File: src/sv/owbm_pkg.sv
// ----------------------------------------------------------------------------
// owbm_pkg
// Shared types and constants of the one-wire bus master: bus phases, command
// codes, queue entry, timing register set and register map.
// ----------------------------------------------------------------------------
`default_nettype none

package owbm_pkg;

  // Bus phases of the back-end sequencer
  typedef enum logic [3:0] {
    PH_IDLE    = 4'd0,
    PH_RST_LOW = 4'd1,
    PH_RST_WT  = 4'd2,
    PH_RST_REC = 4'd3,
    PH_WR_LOW  = 4'd4,
    PH_WR_HIGH = 4'd5,
    PH_RD_LOW  = 4'd6,
    PH_RD_WT   = 4'd7,
    PH_RD_REC  = 4'd8
  } phase_t;

  // Command carried by one tick transaction
  typedef enum logic [1:0] {
    CMD_TICK  = 2'd0,
    CMD_RESET = 2'd1,
    CMD_WRITE = 2'd2,
    CMD_READ  = 2'd3
  } cmd_t;

  // One classified tick waiting in the queue
  typedef struct packed {
    cmd_t       cmd;
    logic [7:0] wbyte;
    logic       level;
  } owbm_item_t;

  // Timing register set
  typedef struct packed {
    logic [15:0] reset_low;
    logic [15:0] presence_wait;
    logic [15:0] reset_recover;
    logic [15:0] short_low;
    logic [15:0] long_low;
    logic [15:0] slot_recover;
    logic [15:0] read_sample;
  } owbm_timing_t;

  // Register map (word index = paddr[4:2])
  localparam int unsigned ADDR_W = 5;
  localparam logic [2:0] REG_RESET_LOW     = 3'd0;
  localparam logic [2:0] REG_PRESENCE_WAIT = 3'd1;
  localparam logic [2:0] REG_RESET_RECOVER = 3'd2;
  localparam logic [2:0] REG_SHORT_LOW     = 3'd3;
  localparam logic [2:0] REG_LONG_LOW      = 3'd4;
  localparam logic [2:0] REG_SLOT_RECOVER  = 3'd5;
  localparam logic [2:0] REG_READ_SAMPLE   = 3'd6;

  // Reset values of the timing registers
  localparam logic [15:0] RST_RESET_LOW     = 16'd480;
  localparam logic [15:0] RST_PRESENCE_WAIT = 16'd55;
  localparam logic [15:0] RST_RESET_RECOVER = 16'd480;
  localparam logic [15:0] RST_SHORT_LOW     = 16'd2;
  localparam logic [15:0] RST_LONG_LOW      = 16'd60;
  localparam logic [15:0] RST_SLOT_RECOVER  = 16'd58;
  localparam logic [15:0] RST_READ_SAMPLE   = 16'd1;

  localparam logic [2:0] LAST_BIT = 3'd7;

endpackage

`default_nettype wire

File: src/sv/owbm_if.sv
// ----------------------------------------------------------------------------
// owbm_if
// Valid/ready channels of the one-wire bus master: tick input and result.
// ----------------------------------------------------------------------------
`default_nettype none

interface owbm_in_if;
  logic       valid;
  logic       ready;
  logic [1:0] mode;
  logic [7:0] write_byte;
  logic       line_level;

  modport source (output valid, output mode, output write_byte, output line_level,
                  input ready);
  modport sink   (input valid, input mode, input write_byte, input line_level,
                  output ready);
endinterface

interface owbm_out_if;
  logic       valid;
  logic       ready;
  logic       pull_low;
  logic       busy_res;
  logic       done_res;
  logic       presence;
  logic [7:0] read_data;

  modport source (output valid, output pull_low, output busy_res, output done_res,
                  output presence, output read_data, input ready);
  modport sink   (input valid, input pull_low, input busy_res, input done_res,
                  input presence, input read_data, output ready);
endinterface

`default_nettype wire

File: src/sv/owbm_cfg.sv
// ----------------------------------------------------------------------------
// owbm_cfg
// APB register bank holding the seven bus timing tick counts.
// ----------------------------------------------------------------------------
`default_nettype none

module owbm_cfg
  import owbm_pkg::*;
(
  input  wire logic              clk,
  input  wire logic              rst,
  input  wire logic              psel,
  input  wire logic              penable,
  input  wire logic              pwrite,
  input  wire logic [ADDR_W-1:0] paddr,
  input  wire logic [31:0]       pwdata,
  output      logic [31:0]       prdata,
  output      logic              pready,
  output      owbm_timing_t      timing
);

  logic [2:0] reg_idx;
  logic       wr_en;

  assign pready  = 1'b1;
  assign reg_idx = paddr[ADDR_W-1:2];
  assign wr_en   = psel && penable && pwrite;

  // Write the addressed register; drop writes beyond the map
  always_ff @(posedge clk) begin
    if (rst) begin
      timing.reset_low     <= RST_RESET_LOW;
      timing.presence_wait <= RST_PRESENCE_WAIT;
      timing.reset_recover <= RST_RESET_RECOVER;
      timing.short_low     <= RST_SHORT_LOW;
      timing.long_low      <= RST_LONG_LOW;
      timing.slot_recover  <= RST_SLOT_RECOVER;
      timing.read_sample   <= RST_READ_SAMPLE;
    end else if (wr_en) begin
      case (reg_idx)
        REG_RESET_LOW:     timing.reset_low     <= pwdata[15:0];
        REG_PRESENCE_WAIT: timing.presence_wait <= pwdata[15:0];
        REG_RESET_RECOVER: timing.reset_recover <= pwdata[15:0];
        REG_SHORT_LOW:     timing.short_low     <= pwdata[15:0];
        REG_LONG_LOW:      timing.long_low      <= pwdata[15:0];
        REG_SLOT_RECOVER:  timing.slot_recover  <= pwdata[15:0];
        REG_READ_SAMPLE:   timing.read_sample   <= pwdata[15:0];
        default: ;
      endcase
    end
  end

  // Read back the addressed register
  always_comb begin
    case (reg_idx)
      REG_RESET_LOW:     prdata = {16'd0, timing.reset_low};
      REG_PRESENCE_WAIT: prdata = {16'd0, timing.presence_wait};
      REG_RESET_RECOVER: prdata = {16'd0, timing.reset_recover};
      REG_SHORT_LOW:     prdata = {16'd0, timing.short_low};
      REG_LONG_LOW:      prdata = {16'd0, timing.long_low};
      REG_SLOT_RECOVER:  prdata = {16'd0, timing.slot_recover};
      REG_READ_SAMPLE:   prdata = {16'd0, timing.read_sample};
      default:           prdata = 32'd0;
    endcase
  end

endmodule

`default_nettype wire

File: src/sv/owbm_front.sv
// ----------------------------------------------------------------------------
// owbm_front
// Front end: accepts tick transactions, classifies the mode into a command
// and holds them in a short queue for the back end.
// ----------------------------------------------------------------------------
`default_nettype none

module owbm_front
  import owbm_pkg::*;
#(
  parameter int unsigned DEPTH = 2
) (
  input  wire logic   clk,
  input  wire logic   rst,
  owbm_in_if.sink     in_ch,
  output logic        head_valid,
  output owbm_item_t  head_item,
  input  wire logic   pop
);

  localparam int unsigned PTR_W = (DEPTH > 1) ? $clog2(DEPTH) : 1;
  localparam int unsigned CNT_W = $clog2(DEPTH + 1);

  owbm_item_t       entries [DEPTH];
  logic [PTR_W-1:0] wr_ptr;
  logic [PTR_W-1:0] rd_ptr;
  logic [CNT_W-1:0] count;
  logic             push;
  logic             do_pop;
  owbm_item_t       new_item;

  // Classify the incoming mode
  always_comb begin
    case (in_ch.mode)
      CMD_RESET: new_item.cmd = CMD_RESET;
      CMD_WRITE: new_item.cmd = CMD_WRITE;
      CMD_READ:  new_item.cmd = CMD_READ;
      default:   new_item.cmd = CMD_TICK;
    endcase
    new_item.wbyte = in_ch.write_byte;
    new_item.level = in_ch.line_level;
  end

  assign in_ch.ready = (count != CNT_W'(DEPTH));
  assign push        = in_ch.valid && in_ch.ready;
  assign head_valid  = (count != '0);
  assign do_pop      = pop && head_valid;
  assign head_item   = entries[rd_ptr];

  // Store the classified tick
  always_ff @(posedge clk) begin
    if (push) begin
      entries[wr_ptr] <= new_item;
    end
  end

  // Advance pointers and occupancy
  always_ff @(posedge clk) begin
    if (rst) begin
      wr_ptr <= '0;
      rd_ptr <= '0;
      count  <= '0;
    end else begin
      if (push) begin
        wr_ptr <= (wr_ptr == PTR_W'(DEPTH - 1)) ? '0 : wr_ptr + 1'b1;
      end
      if (do_pop) begin
        rd_ptr <= (rd_ptr == PTR_W'(DEPTH - 1)) ? '0 : rd_ptr + 1'b1;
      end
      if (push && !do_pop) begin
        count <= count + 1'b1;
      end else if (!push && do_pop) begin
        count <= count - 1'b1;
      end
    end
  end

  a_count_bound: assert property (@(posedge clk) disable iff (rst)
    count <= CNT_W'(DEPTH))
    else $error("queue occupancy above depth");

  a_pop_fill: assert property (@(posedge clk) disable iff (rst)
    (pop && !head_valid && !push) |=> (count == '0))
    else $error("pop from empty queue changed occupancy");

endmodule

`default_nettype wire

File: src/sv/owbm_back.sv
// ----------------------------------------------------------------------------
// owbm_back
// Back end: bus phase sequencer that executes one queued tick per cycle while
// its output register is free or being read out, and holds the result in it.
// ----------------------------------------------------------------------------
`default_nettype none

module owbm_back
  import owbm_pkg::*;
(
  input  wire logic          clk,
  input  wire logic          rst,
  input  wire owbm_timing_t  timing,
  input  wire logic          head_valid,
  input  wire owbm_item_t    head_item,
  output logic               pop,
  owbm_out_if.source         out_ch
);

  phase_t      phase, phase_next;
  logic [15:0] tick_count, tick_count_next;
  logic [2:0]  bit_index, bit_index_next;
  logic [7:0]  shift_byte, shift_byte_next;
  logic        presence_flag, presence_flag_next;
  logic [7:0]  read_result, read_result_next;

  phase_t      eff;
  phase_t      follow;
  logic [15:0] tc;
  logic [2:0]  bi;
  logic [7:0]  sb;
  logic [7:0]  sb_samp;
  logic [15:0] len;
  logic        slot_end;
  logic        last;
  logic        pull_w, busy_w, done_w;
  logic        out_valid;

  assign pop = head_valid && (!out_valid || out_ch.ready);

  // Resolve the phase of this tick, starting a command when idle
  always_comb begin
    eff = phase;
    tc  = tick_count;
    bi  = bit_index;
    sb  = shift_byte;
    if (phase == PH_IDLE) begin
      tc = '0;
      bi = '0;
      case (head_item.cmd)
        CMD_RESET: eff = PH_RST_LOW;
        CMD_WRITE: begin
          eff = PH_WR_LOW;
          sb  = head_item.wbyte;
        end
        CMD_READ: begin
          eff = PH_RD_LOW;
          sb  = 8'd0;
        end
        default: begin
          tc = tick_count;
          bi = bit_index;
        end
      endcase
    end
  end

  // Select phase length and the phase that follows
  always_comb begin
    len      = 16'd1;
    follow   = PH_IDLE;
    slot_end = 1'b0;
    sb_samp  = sb;
    case (eff)
      PH_RST_LOW: begin
        len    = timing.reset_low;
        follow = PH_RST_WT;
      end
      PH_RST_WT: begin
        len    = timing.presence_wait;
        follow = PH_RST_REC;
      end
      PH_RST_REC: begin
        len    = timing.reset_recover;
        follow = PH_IDLE;
      end
      PH_WR_LOW: begin
        len    = sb[0] ? timing.short_low : timing.long_low;
        follow = PH_WR_HIGH;
      end
      PH_WR_HIGH: begin
        len      = sb[0] ? timing.slot_recover : timing.short_low;
        follow   = (bi == LAST_BIT) ? PH_IDLE : PH_WR_LOW;
        slot_end = 1'b1;
      end
      PH_RD_LOW: begin
        len    = timing.short_low;
        follow = PH_RD_WT;
      end
      PH_RD_WT: begin
        len    = timing.read_sample;
        follow = PH_RD_REC;
      end
      PH_RD_REC: begin
        if (tc == 16'd0) begin
          sb_samp = {head_item.level, sb[7:1]};
        end
        len      = timing.slot_recover;
        follow   = (bi == LAST_BIT) ? PH_IDLE : PH_RD_LOW;
        slot_end = 1'b1;
      end
      default: begin
        len    = 16'd1;
        follow = PH_IDLE;
      end
    endcase
  end

  // A zero length counts as one tick
  assign last = ({1'b0, tc} + 17'd1) >= {1'b0, len};

  // Next state of the sequencer
  always_comb begin
    phase_next         = phase;
    tick_count_next    = tick_count;
    bit_index_next     = bit_index;
    shift_byte_next    = shift_byte;
    presence_flag_next = presence_flag;
    read_result_next   = read_result;
    if (eff != PH_IDLE) begin
      shift_byte_next = sb_samp;
      bit_index_next  = bi;
      phase_next      = eff;
      if (eff == PH_RST_REC && tc == 16'd0) begin
        presence_flag_next = !head_item.level;
      end
      if (last) begin
        tick_count_next = '0;
        phase_next      = follow;
        if (eff == PH_WR_HIGH) begin
          shift_byte_next = {1'b0, sb_samp[7:1]};
        end
        if (slot_end) begin
          bit_index_next = (follow == PH_IDLE) ? 3'd0 : bi + 3'd1;
        end
        if (eff == PH_RD_REC && follow == PH_IDLE) begin
          read_result_next = sb_samp;
        end
      end else begin
        tick_count_next = tc + 16'd1;
      end
    end else begin
      phase_next = PH_IDLE;
    end
  end

  // Bus drive and status of this tick
  always_comb begin
    case (eff)
      PH_RST_LOW, PH_WR_LOW, PH_RD_LOW: pull_w = 1'b1;
      default:                          pull_w = 1'b0;
    endcase
    busy_w = (eff != PH_IDLE);
    done_w = busy_w && last && (follow == PH_IDLE);
  end

  // Update sequencer state on each executed tick
  always_ff @(posedge clk) begin
    if (rst) begin
      phase         <= PH_IDLE;
      tick_count    <= '0;
      bit_index     <= '0;
      shift_byte    <= '0;
      presence_flag <= 1'b0;
      read_result   <= '0;
    end else if (pop) begin
      phase         <= phase_next;
      tick_count    <= tick_count_next;
      bit_index     <= bit_index_next;
      shift_byte    <= shift_byte_next;
      presence_flag <= presence_flag_next;
      read_result   <= read_result_next;
    end
  end

  // Hold the result until the sink takes it
  always_ff @(posedge clk) begin
    if (rst) begin
      out_valid <= 1'b0;
    end else if (pop) begin
      out_valid <= 1'b1;
    end else if (out_ch.ready) begin
      out_valid <= 1'b0;
    end
  end

  always_ff @(posedge clk) begin
    if (pop) begin
      out_ch.pull_low  <= pull_w;
      out_ch.busy_res  <= busy_w;
      out_ch.done_res  <= done_w;
      out_ch.presence  <= presence_flag_next;
      out_ch.read_data <= read_result_next;
    end
  end

  assign out_ch.valid = out_valid;

  a_done_busy: assert property (@(posedge clk) disable iff (rst)
    (out_valid && out_ch.done_res) |-> out_ch.busy_res)
    else $error("done reported outside a command");

  a_done_idle: assert property (@(posedge clk) disable iff (rst)
    (pop && done_w) |=> (phase == PH_IDLE && bit_index == 3'd0))
    else $error("sequencer not idle after command completion");

endmodule

`default_nettype wire

File: src/sv/one_wire_bus_master.sv
// ----------------------------------------------------------------------------
// one_wire_bus_master
// One-wire bus master stepped by one tick transaction per cycle unless stalled:
// bus reset with presence detect, byte write and byte read, all register timed.
// ----------------------------------------------------------------------------
//  channel  | dir | handshake           | payload
//  in_ch    | in  | valid/ready         | mode, write_byte, line_level
//  out_ch   | out | valid/ready         | pull_low, busy_res, done_res, presence,
//           |     |                     | read_data
//  apb      | in  | psel/penable/pready | paddr, pwdata, prdata (timing regs)
//
//  One tick per cycle sustained while out_ch takes results; a result appears in
//  the cycle after its tick leaves the queue.
//  The phase sequencer in the back end is the only per-tick loop.
//  Synchronous reset returns the sequencer to idle and timing to defaults.
//  A stalled output holds its register; the queue absorbs QUEUE_DEPTH ticks
//  before in_ch.ready drops.
// ----------------------------------------------------------------------------
`default_nettype none

module one_wire_bus_master
  import owbm_pkg::*;
#(
  parameter int unsigned QUEUE_DEPTH = 2
) (
  input  wire logic              clk,
  input  wire logic              rst,
  owbm_in_if.sink                in_ch,
  owbm_out_if.source             out_ch,
  input  wire logic              psel,
  input  wire logic              penable,
  input  wire logic              pwrite,
  input  wire logic [ADDR_W-1:0] paddr,
  input  wire logic [31:0]       pwdata,
  output      logic [31:0]       prdata,
  output      logic              pready
);

  owbm_timing_t timing;
  logic         head_valid;
  owbm_item_t   head_item;
  logic         pop;

  owbm_cfg u_cfg (
    .clk     (clk),
    .rst     (rst),
    .psel    (psel),
    .penable (penable),
    .pwrite  (pwrite),
    .paddr   (paddr),
    .pwdata  (pwdata),
    .prdata  (prdata),
    .pready  (pready),
    .timing  (timing)
  );

  owbm_front #(
    .DEPTH (QUEUE_DEPTH)
  ) u_front (
    .clk        (clk),
    .rst        (rst),
    .in_ch      (in_ch),
    .head_valid (head_valid),
    .head_item  (head_item),
    .pop        (pop)
  );

  owbm_back u_back (
    .clk        (clk),
    .rst        (rst),
    .timing     (timing),
    .head_valid (head_valid),
    .head_item  (head_item),
    .pop        (pop),
    .out_ch     (out_ch)
  );

endmodule

`default_nettype wire

File: src/flat_wrapper.sv
// flat-port wrapper written by rule: the top's interface ports become plain ports
module one_wire_bus_master_flat import owbm_pkg::*;
#(
  parameter int unsigned QUEUE_DEPTH = 2
)
  (clk, rst, psel, penable, pwrite, paddr, pwdata, prdata, pready, in_ch_valid, in_ch_mode, in_ch_write_byte, in_ch_line_level, in_ch_ready, out_ch_valid, out_ch_pull_low, out_ch_busy_res, out_ch_done_res, out_ch_presence, out_ch_read_data, out_ch_ready);
  owbm_in_if in_ch_i ();
  owbm_out_if out_ch_i ();
  input  wire logic clk;
  input  wire logic rst;
  input  wire logic psel;
  input  wire logic penable;
  input  wire logic pwrite;
  input  wire logic [ADDR_W-1:0] paddr;
  input  wire logic [31:0] pwdata;
  output      logic [31:0] prdata;
  output      logic pready;
  input wire logic [$bits(in_ch_i.valid)-1:0] in_ch_valid;
  input wire logic [$bits(in_ch_i.mode)-1:0] in_ch_mode;
  input wire logic [$bits(in_ch_i.write_byte)-1:0] in_ch_write_byte;
  input wire logic [$bits(in_ch_i.line_level)-1:0] in_ch_line_level;
  output wire logic [$bits(in_ch_i.ready)-1:0] in_ch_ready;
  output wire logic [$bits(out_ch_i.valid)-1:0] out_ch_valid;
  output wire logic [$bits(out_ch_i.pull_low)-1:0] out_ch_pull_low;
  output wire logic [$bits(out_ch_i.busy_res)-1:0] out_ch_busy_res;
  output wire logic [$bits(out_ch_i.done_res)-1:0] out_ch_done_res;
  output wire logic [$bits(out_ch_i.presence)-1:0] out_ch_presence;
  output wire logic [$bits(out_ch_i.read_data)-1:0] out_ch_read_data;
  input wire logic [$bits(out_ch_i.ready)-1:0] out_ch_ready;
  assign in_ch_i.valid = in_ch_valid;
  assign in_ch_i.mode = in_ch_mode;
  assign in_ch_i.write_byte = in_ch_write_byte;
  assign in_ch_i.line_level = in_ch_line_level;
  assign in_ch_ready = in_ch_i.ready;
  assign out_ch_valid = out_ch_i.valid;
  assign out_ch_pull_low = out_ch_i.pull_low;
  assign out_ch_busy_res = out_ch_i.busy_res;
  assign out_ch_done_res = out_ch_i.done_res;
  assign out_ch_presence = out_ch_i.presence;
  assign out_ch_read_data = out_ch_i.read_data;
  assign out_ch_i.ready = out_ch_ready;
  one_wire_bus_master #(.QUEUE_DEPTH(QUEUE_DEPTH)) u_core (.clk(clk), .rst(rst), .in_ch(in_ch_i), .out_ch(out_ch_i), .psel(psel), .penable(penable), .pwrite(pwrite), .paddr(paddr), .pwdata(pwdata), .prdata(prdata), .pready(pready));
endmodule
File: config.mk
export PLATFORM = sky130hd
export DESIGN_NAME = one_wire_bus_master_flat
export DESIGN_NICKNAME = d
export VERILOG_FILES = /design/src/sv/owbm_pkg.sv /design/src/sv/owbm_if.sv /design/src/sv/owbm_cfg.sv /design/src/sv/owbm_front.sv /design/src/sv/owbm_back.sv /design/src/sv/one_wire_bus_master.sv /design/src/flat_wrapper.sv
export SDC_FILE = /design/constraint.sdc
export NUM_CORES = 1
export LEC_CHECK = 0
export ABC_AREA = 1
export BUFFER_PORTS_ARGS = -buffer_cell sky130_fd_sc_hd__buf_2
export CORE_UTILIZATION = 45
export CTS_CLUSTER_DIAMETER = 60
export DETAILED_ROUTE_END_ITERATION = 8
export GPL_TIMING_DRIVEN = 0
export MAX_ROUTING_LAYER = met4
export PLACE_DENSITY = 0.69
export SYNTH_ARGS = -nofsm -noshare
export SYNTH_HDL_FRONTEND = slang
export SYNTH_SLANG_ARGS = --single-unit
File: constraint.sdc
create_clock -name clk -period 5.45 [get_ports clk]
set_input_delay 0.2725 -clock clk [delete_from_list [all_inputs] [get_ports clk]]
set_output_delay 0.2725 -clock clk [all_outputs]
set_load 0.005 [all_outputs]
==> results.json <==
{
  "met1Wirelength_microns": 13800,
  "top_signal_layer_used": "met4",
  "vias_per_cell": 5.77,
  "antenna_violations_before_repair": 0,
  "boundaryPins": 102,
  "finalSetupViolCount": 0,
  "grt_first_pass_wirelength_microns": 53400,
  "postCtsSetupBuffers": 0,
  "postSynthCellCount": 1392,
  "pwr-share-clk": 0.197,
  "tritoncts.num_buffers": 17,
  "setup_total_negative_slack_ns": 0,
  "p_leak_uw": 0.00499,
  "die_h_microns": 154,
  "synth_ff_type": "sky130_fd_sc_hd__dfxtp_1",
  "arrival_worst_endpoint_ns": 5.52,
  "fin_crit_ns": 5.15,
  "initial_core_util": 0.458,
  "num_rows": 55,
  "synth_seq_cells": 192,
  "synth-edff-count": 34,
  "ys_types": 54,
  "r2r_setup_slack_ns": 0.30,
  "insertion_delay_ns": 0.46,
  "drc": 0,
  "p_sw_uw": 3300,
  "synthArstFlopShare": 0,
  "route.final.wire_length_microns": 34700,
  "critical_path_class": "flip-flop to flip-flop",
  "required_ns": 5.82,
  "placement.io_buffers": 64,
  "cp_max_fo": 10,
  "via_count": 10314,
  "cts_tree": "built",
  "post-synth-top-area-fraction": 0.305,
  "synthesis.area_per_instance_sq_um": 7.46,
  "synthesis.area_sq_um": 10400,
  "ctsLongestPathBuffers": 2,
  "ys_seq_area_frac": 0.403,
  "clock-skew-final_ns": 0.0213,
  "synth_top_cells_by_area": "sky130_fd_sc_hd__dfxtp_1 30%, sky130_fd_sc_hd__edfxtp_1 9.8%, sky130_fd_sc_hd__nand2_1 8.5%, sky130_fd_sc_hd__o21ai_0 6.5%, sky130_fd_sc_hd__a21oi_1 5.8%",
  "die-area_sq_um": 23700,
  "grt_pass1_vias": 9449,
  "met3_wirelength_microns": 3570,
  "hold_viol_final": 0,
  "r2r.worst_path.cells": 27,
  "power.internal_uw": 3380,
  "fmaxAchievable_mhz": 194,
  "hold_start": "in_ch_write_byte[3]",
  "grt_max_degree": 22,
  "ir_worst_vdd_uv": 309,
  "postCtsHoldBufs": 0,
  "post-route-util": 0.518,
  "synth_area_leader_cell": "sky130_fd_sc_hd__dfxtp_1",
  "antenna_cells": 0,
  "core-area_sq_um": 22600,
  "layout-drive-gt1-share": 0.146,
  "clockRootBuffer": "sky130_fd_sc_hd__clkbuf_16",
  "area_growth_syn_to_layout_pct": 13.1,
  "cap_violations": 0,
  "run_status": "finished, final reports clean",
  "power_density_nw_per_um2": 569,
  "cts-htree-levels": 4,
  "dp_hpwl_microns": 24200,
  "share_comb_of_total_power": 0.542,
  "max-slew-margin-rel": 0.142,
  "yosysWarningCount": 0,
  "ant_nets": 0,
  "clk_transition_reported_paths_ns": 0.08,
  "grt_overflow_total": 0,
  "worstMarginPinSlew_ns": 1.28,
  "hp-class": "input pin to flip-flop",
  "post_route_clock_period_utilization": 0.945,
  "start_kind": "flip-flop",
  "finalNetCount": 1566,
  "gp_routability_congestion": 0.998,
  "worst_hold_slack_ns": 0.00530,
  "wl_met2_microns": 15200,
  "sw_frac_of_total": 0.494,
  "detailedRoute.firstIterationViolations": 1208,
  "gr-usage-all-layers": 0.305,
  "cts.sinks": 192,
  "sequentialPowerShare": 0.260,
  "grt_setup_unrepaired": "false",
  "endpoint_kind": "flip-flop",
  "chipWidth_microns": 154,
  "wire_per_inst_microns": 19.4,
  "hold-path-endpoint": "u_core.u_front.entries[0][4]",
  "hold_path_depth": 1,
  "final-max-slew-violation-count": 0,
  "first_pass_iters": 6,
  "rr_endpoint": "u_core.u_back.tick_count[8]"
}
[sequential cells by signal (all words and copies together), names as in the netlist, 2 cells and up, named ones only]
signal	flops
u_core.u_back.bit_index	3
u_core.u_front.count	2
u_core.u_cfg.timing	112
u_core.u_back.shift_byte	8
u_core.u_back.out_ch.read_data	8
u_core.u_back.phase	4
u_core.u_back.read_result	8
u_core.u_back.tick_count	16
u_core.u_front.entries	22
[how the worst max path moves through the flow]
stage / from / endpoint / slack, ns / depth (start not counted)
detailed placement: flip-flop / u_core.u_back.tick_count[8] / 0.41 / 27
floorplan: u_core.u_back.phase[1] / u_core.u_back.tick_count[3] / 1.98 / 29
CTS: flip-flop / u_core.u_back.tick_count[8] / 0.38 / 27
global placement: flip-flop / u_core.u_back.tick_count[7] / 0.41 / 26
finish: flip-flop / u_core.u_back.tick_count[8] / 0.30 / 27
global route: flip-flop / u_core.u_back.tick_count[8] / 0.04 / 27
[stage by stage]
| step | std cells | power (uW) | cell area (sq um) | setup WS [ns] |
|---|---|---|---|---|
| after floorplan | 1407 | 4260 | 10400 | 1.98 |
| after global placement | 1756 | 5240 | 11100 | 0.406 |
| after detailed placement | 1756 | 5280 | 11100 | 0.411 |
| after CTS | 1788 | 6590 | 11700 | 0.376 |
| after global routing | 1788 | 7050 | 11700 | 0.0395 |
| final | 1788 | 6680 | 11700 | 0.300 |
[layout by cell type (no fill, tap or decap), types with 5 or more instances in the layout]
cell type	n
sky130_fd_sc_hd__inv_1	153
sky130_fd_sc_hd__nand2_2	22
sky130_fd_sc_hd__nor2_1	152
sky130_fd_sc_hd__nand4_1	13
sky130_fd_sc_hd__nand3_1	65
sky130_fd_sc_hd__conb_1	17
sky130_fd_sc_hd__xnor2_1	6
sky130_fd_sc_hd__nand2_1	236
sky130_fd_sc_hd__buf_2	71
sky130_fd_sc_hd__o21ai_0	134
sky130_fd_sc_hd__a221oi_1	14
sky130_fd_sc_hd__clkbuf_1	46
sky130_fd_sc_hd__clkbuf_16	18
sky130_fd_sc_hd__a21oi_1	121
sky130_fd_sc_hd__nand2_4	11
sky130_fd_sc_hd__nor2_4	6
sky130_fd_sc_hd__o2111ai_1	8
sky130_fd_sc_hd__dfxtp_1	158
sky130_fd_sc_hd__o211ai_1	12
sky130_fd_sc_hd__o22ai_1	35
sky130_fd_sc_hd__nand3_2	11
sky130_fd_sc_hd__o221ai_1	8
sky130_fd_sc_hd__inv_2	12
sky130_fd_sc_hd__nor3_1	7
sky130_fd_sc_hd__ha_1	21
sky130_fd_sc_hd__nor2_2	9
sky130_fd_sc_hd__a22oi_1	10
sky130_fd_sc_hd__buf_4	22
sky130_fd_sc_hd__xor2_1	8
sky130_fd_sc_hd__edfxtp_1	34
sky130_fd_sc_hd__inv_6	5
sky130_fd_sc_hd__nor4_1	10
[Yosys cell counts, types with 3 or more instances]
library cell,count
sky130_fd_sc_hd__nand3_1,65
sky130_fd_sc_hd__inv_1,153
sky130_fd_sc_hd__nand2_4,11
sky130_fd_sc_hd__buf_2,7
sky130_fd_sc_hd__nand2_1,236
sky130_fd_sc_hd__nor4_1,12
sky130_fd_sc_hd__buf_4,22
sky130_fd_sc_hd__o221ai_1,8
sky130_fd_sc_hd__clkinv_1,4
sky130_fd_sc_hd__dfxtp_1,158
sky130_fd_sc_hd__o2111ai_1,8
sky130_fd_sc_hd__a22oi_1,10
sky130_fd_sc_hd__nor2_1,152
sky130_fd_sc_hd__nand4_1,13
sky130_fd_sc_hd__o211ai_1,12
sky130_fd_sc_hd__nand2_2,22
sky130_fd_sc_hd__nor2_8,4
sky130_fd_sc_hd__o21ai_0,134
sky130_fd_sc_hd__nor2_4,6
sky130_fd_sc_hd__a21oi_1,121
sky130_fd_sc_hd__o22ai_1,35
sky130_fd_sc_hd__xnor2_1,6
sky130_fd_sc_hd__nor2_2,9
sky130_fd_sc_hd__edfxtp_1,34
sky130_fd_sc_hd__inv_2,12
sky130_fd_sc_hd__nor3_1,7
sky130_fd_sc_hd__a221oi_1,14
sky130_fd_sc_hd__nor3_2,3
sky130_fd_sc_hd__ha_1,21
sky130_fd_sc_hd__nand3_2,11
sky130_fd_sc_hd__clkbuf_1,46
sky130_fd_sc_hd__xor2_1,8
sky130_fd_sc_hd__nand3b_1,3
[power groups by stage]
stage                     Combinational [uW]  Sequential (uW)  Clock, uW
after floorplan                         2490             1770          0
after CTS                               3530             1740       1320
final                                   3630             1740       1320
after global placement                  3470             1770          0
after detailed placement                3510             1770          0
after global routing                    3920             1760       1370
[kinds of logic after synthesis]
kind of cell / synth area share
AOI/OAI and AO/OA: 0.194
xor gates and xnor gates: 0.0134
adders and majority gates: 0.0253
buffers and inverters: 0.102
DFF: 0.403
other: 0.000724
and+or+nand+nor: 0.262
[area by class of cell]
cell class / count / area [sq um]
clock inverter: 13 / 151
multi-input combinational: 967 / 5210
tap: 285 / 357
timing repair buffer: 64 / 320
buffer: 78 / 415
sequential: 192 / 4180
fill: 2230 / 10900
inverter: 170 / 641
clock buffer: 19 / 464
[what timing repair did]
| action | 4_1_cts | 5_1_grt |
|---|---|---|
| setup endpoints to repair | 0 | 10 |
| endpoints found under the hold margin | 0 | 0 |
| resized for setup | 0 | 2 |
[routing by layer]
layer | up-vias | GRT usage
met5 | - | -
met4 | 0 | 0.170
met3 | 162 | 0.0592
met2 | 669 | 0.466
met1 | 4654 | 0.379
li1 | 4829 | -
[critical path, stage by stage (launching register included)]
cell and delay, ns:
sky130_fd_sc_hd__dfxtp_1 0.33, sky130_fd_sc_hd__inv_2 0.07, sky130_fd_sc_hd__nand2_1 0.06, sky130_fd_sc_hd__nand2_2 0.18, sky130_fd_sc_hd__inv_1 0.06, sky130_fd_sc_hd__nor2_1 0.19, sky130_fd_sc_hd__o31ai_1 0.13, sky130_fd_sc_hd__nand2_2 0.30
sky130_fd_sc_hd__inv_1 0.36, sky130_fd_sc_hd__a21oi_4 0.47, sky130_fd_sc_hd__buf_4 0.29, sky130_fd_sc_hd__o22ai_1 0.09, sky130_fd_sc_hd__nor4_1 0.52, sky130_fd_sc_hd__ha_1 0.36, sky130_fd_sc_hd__nand2_1 0.10, sky130_fd_sc_hd__nor2_1 0.06
sky130_fd_sc_hd__nor3b_1 0.21, sky130_fd_sc_hd__nand2_1 0.08, sky130_fd_sc_hd__nand2_1 0.06, sky130_fd_sc_hd__nand2_1 0.04, sky130_fd_sc_hd__nand2_1 0.06, sky130_fd_sc_hd__nand2_1 0.05, sky130_fd_sc_hd__nand2_1 0.20, sky130_fd_sc_hd__nand2_4 0.15
sky130_fd_sc_hd__nor2_4 0.21, sky130_fd_sc_hd__buf_4 0.23, sky130_fd_sc_hd__nand2_1 0.07, sky130_fd_sc_hd__a21oi_1 0.12
Power figures use the tool's default switching activity.
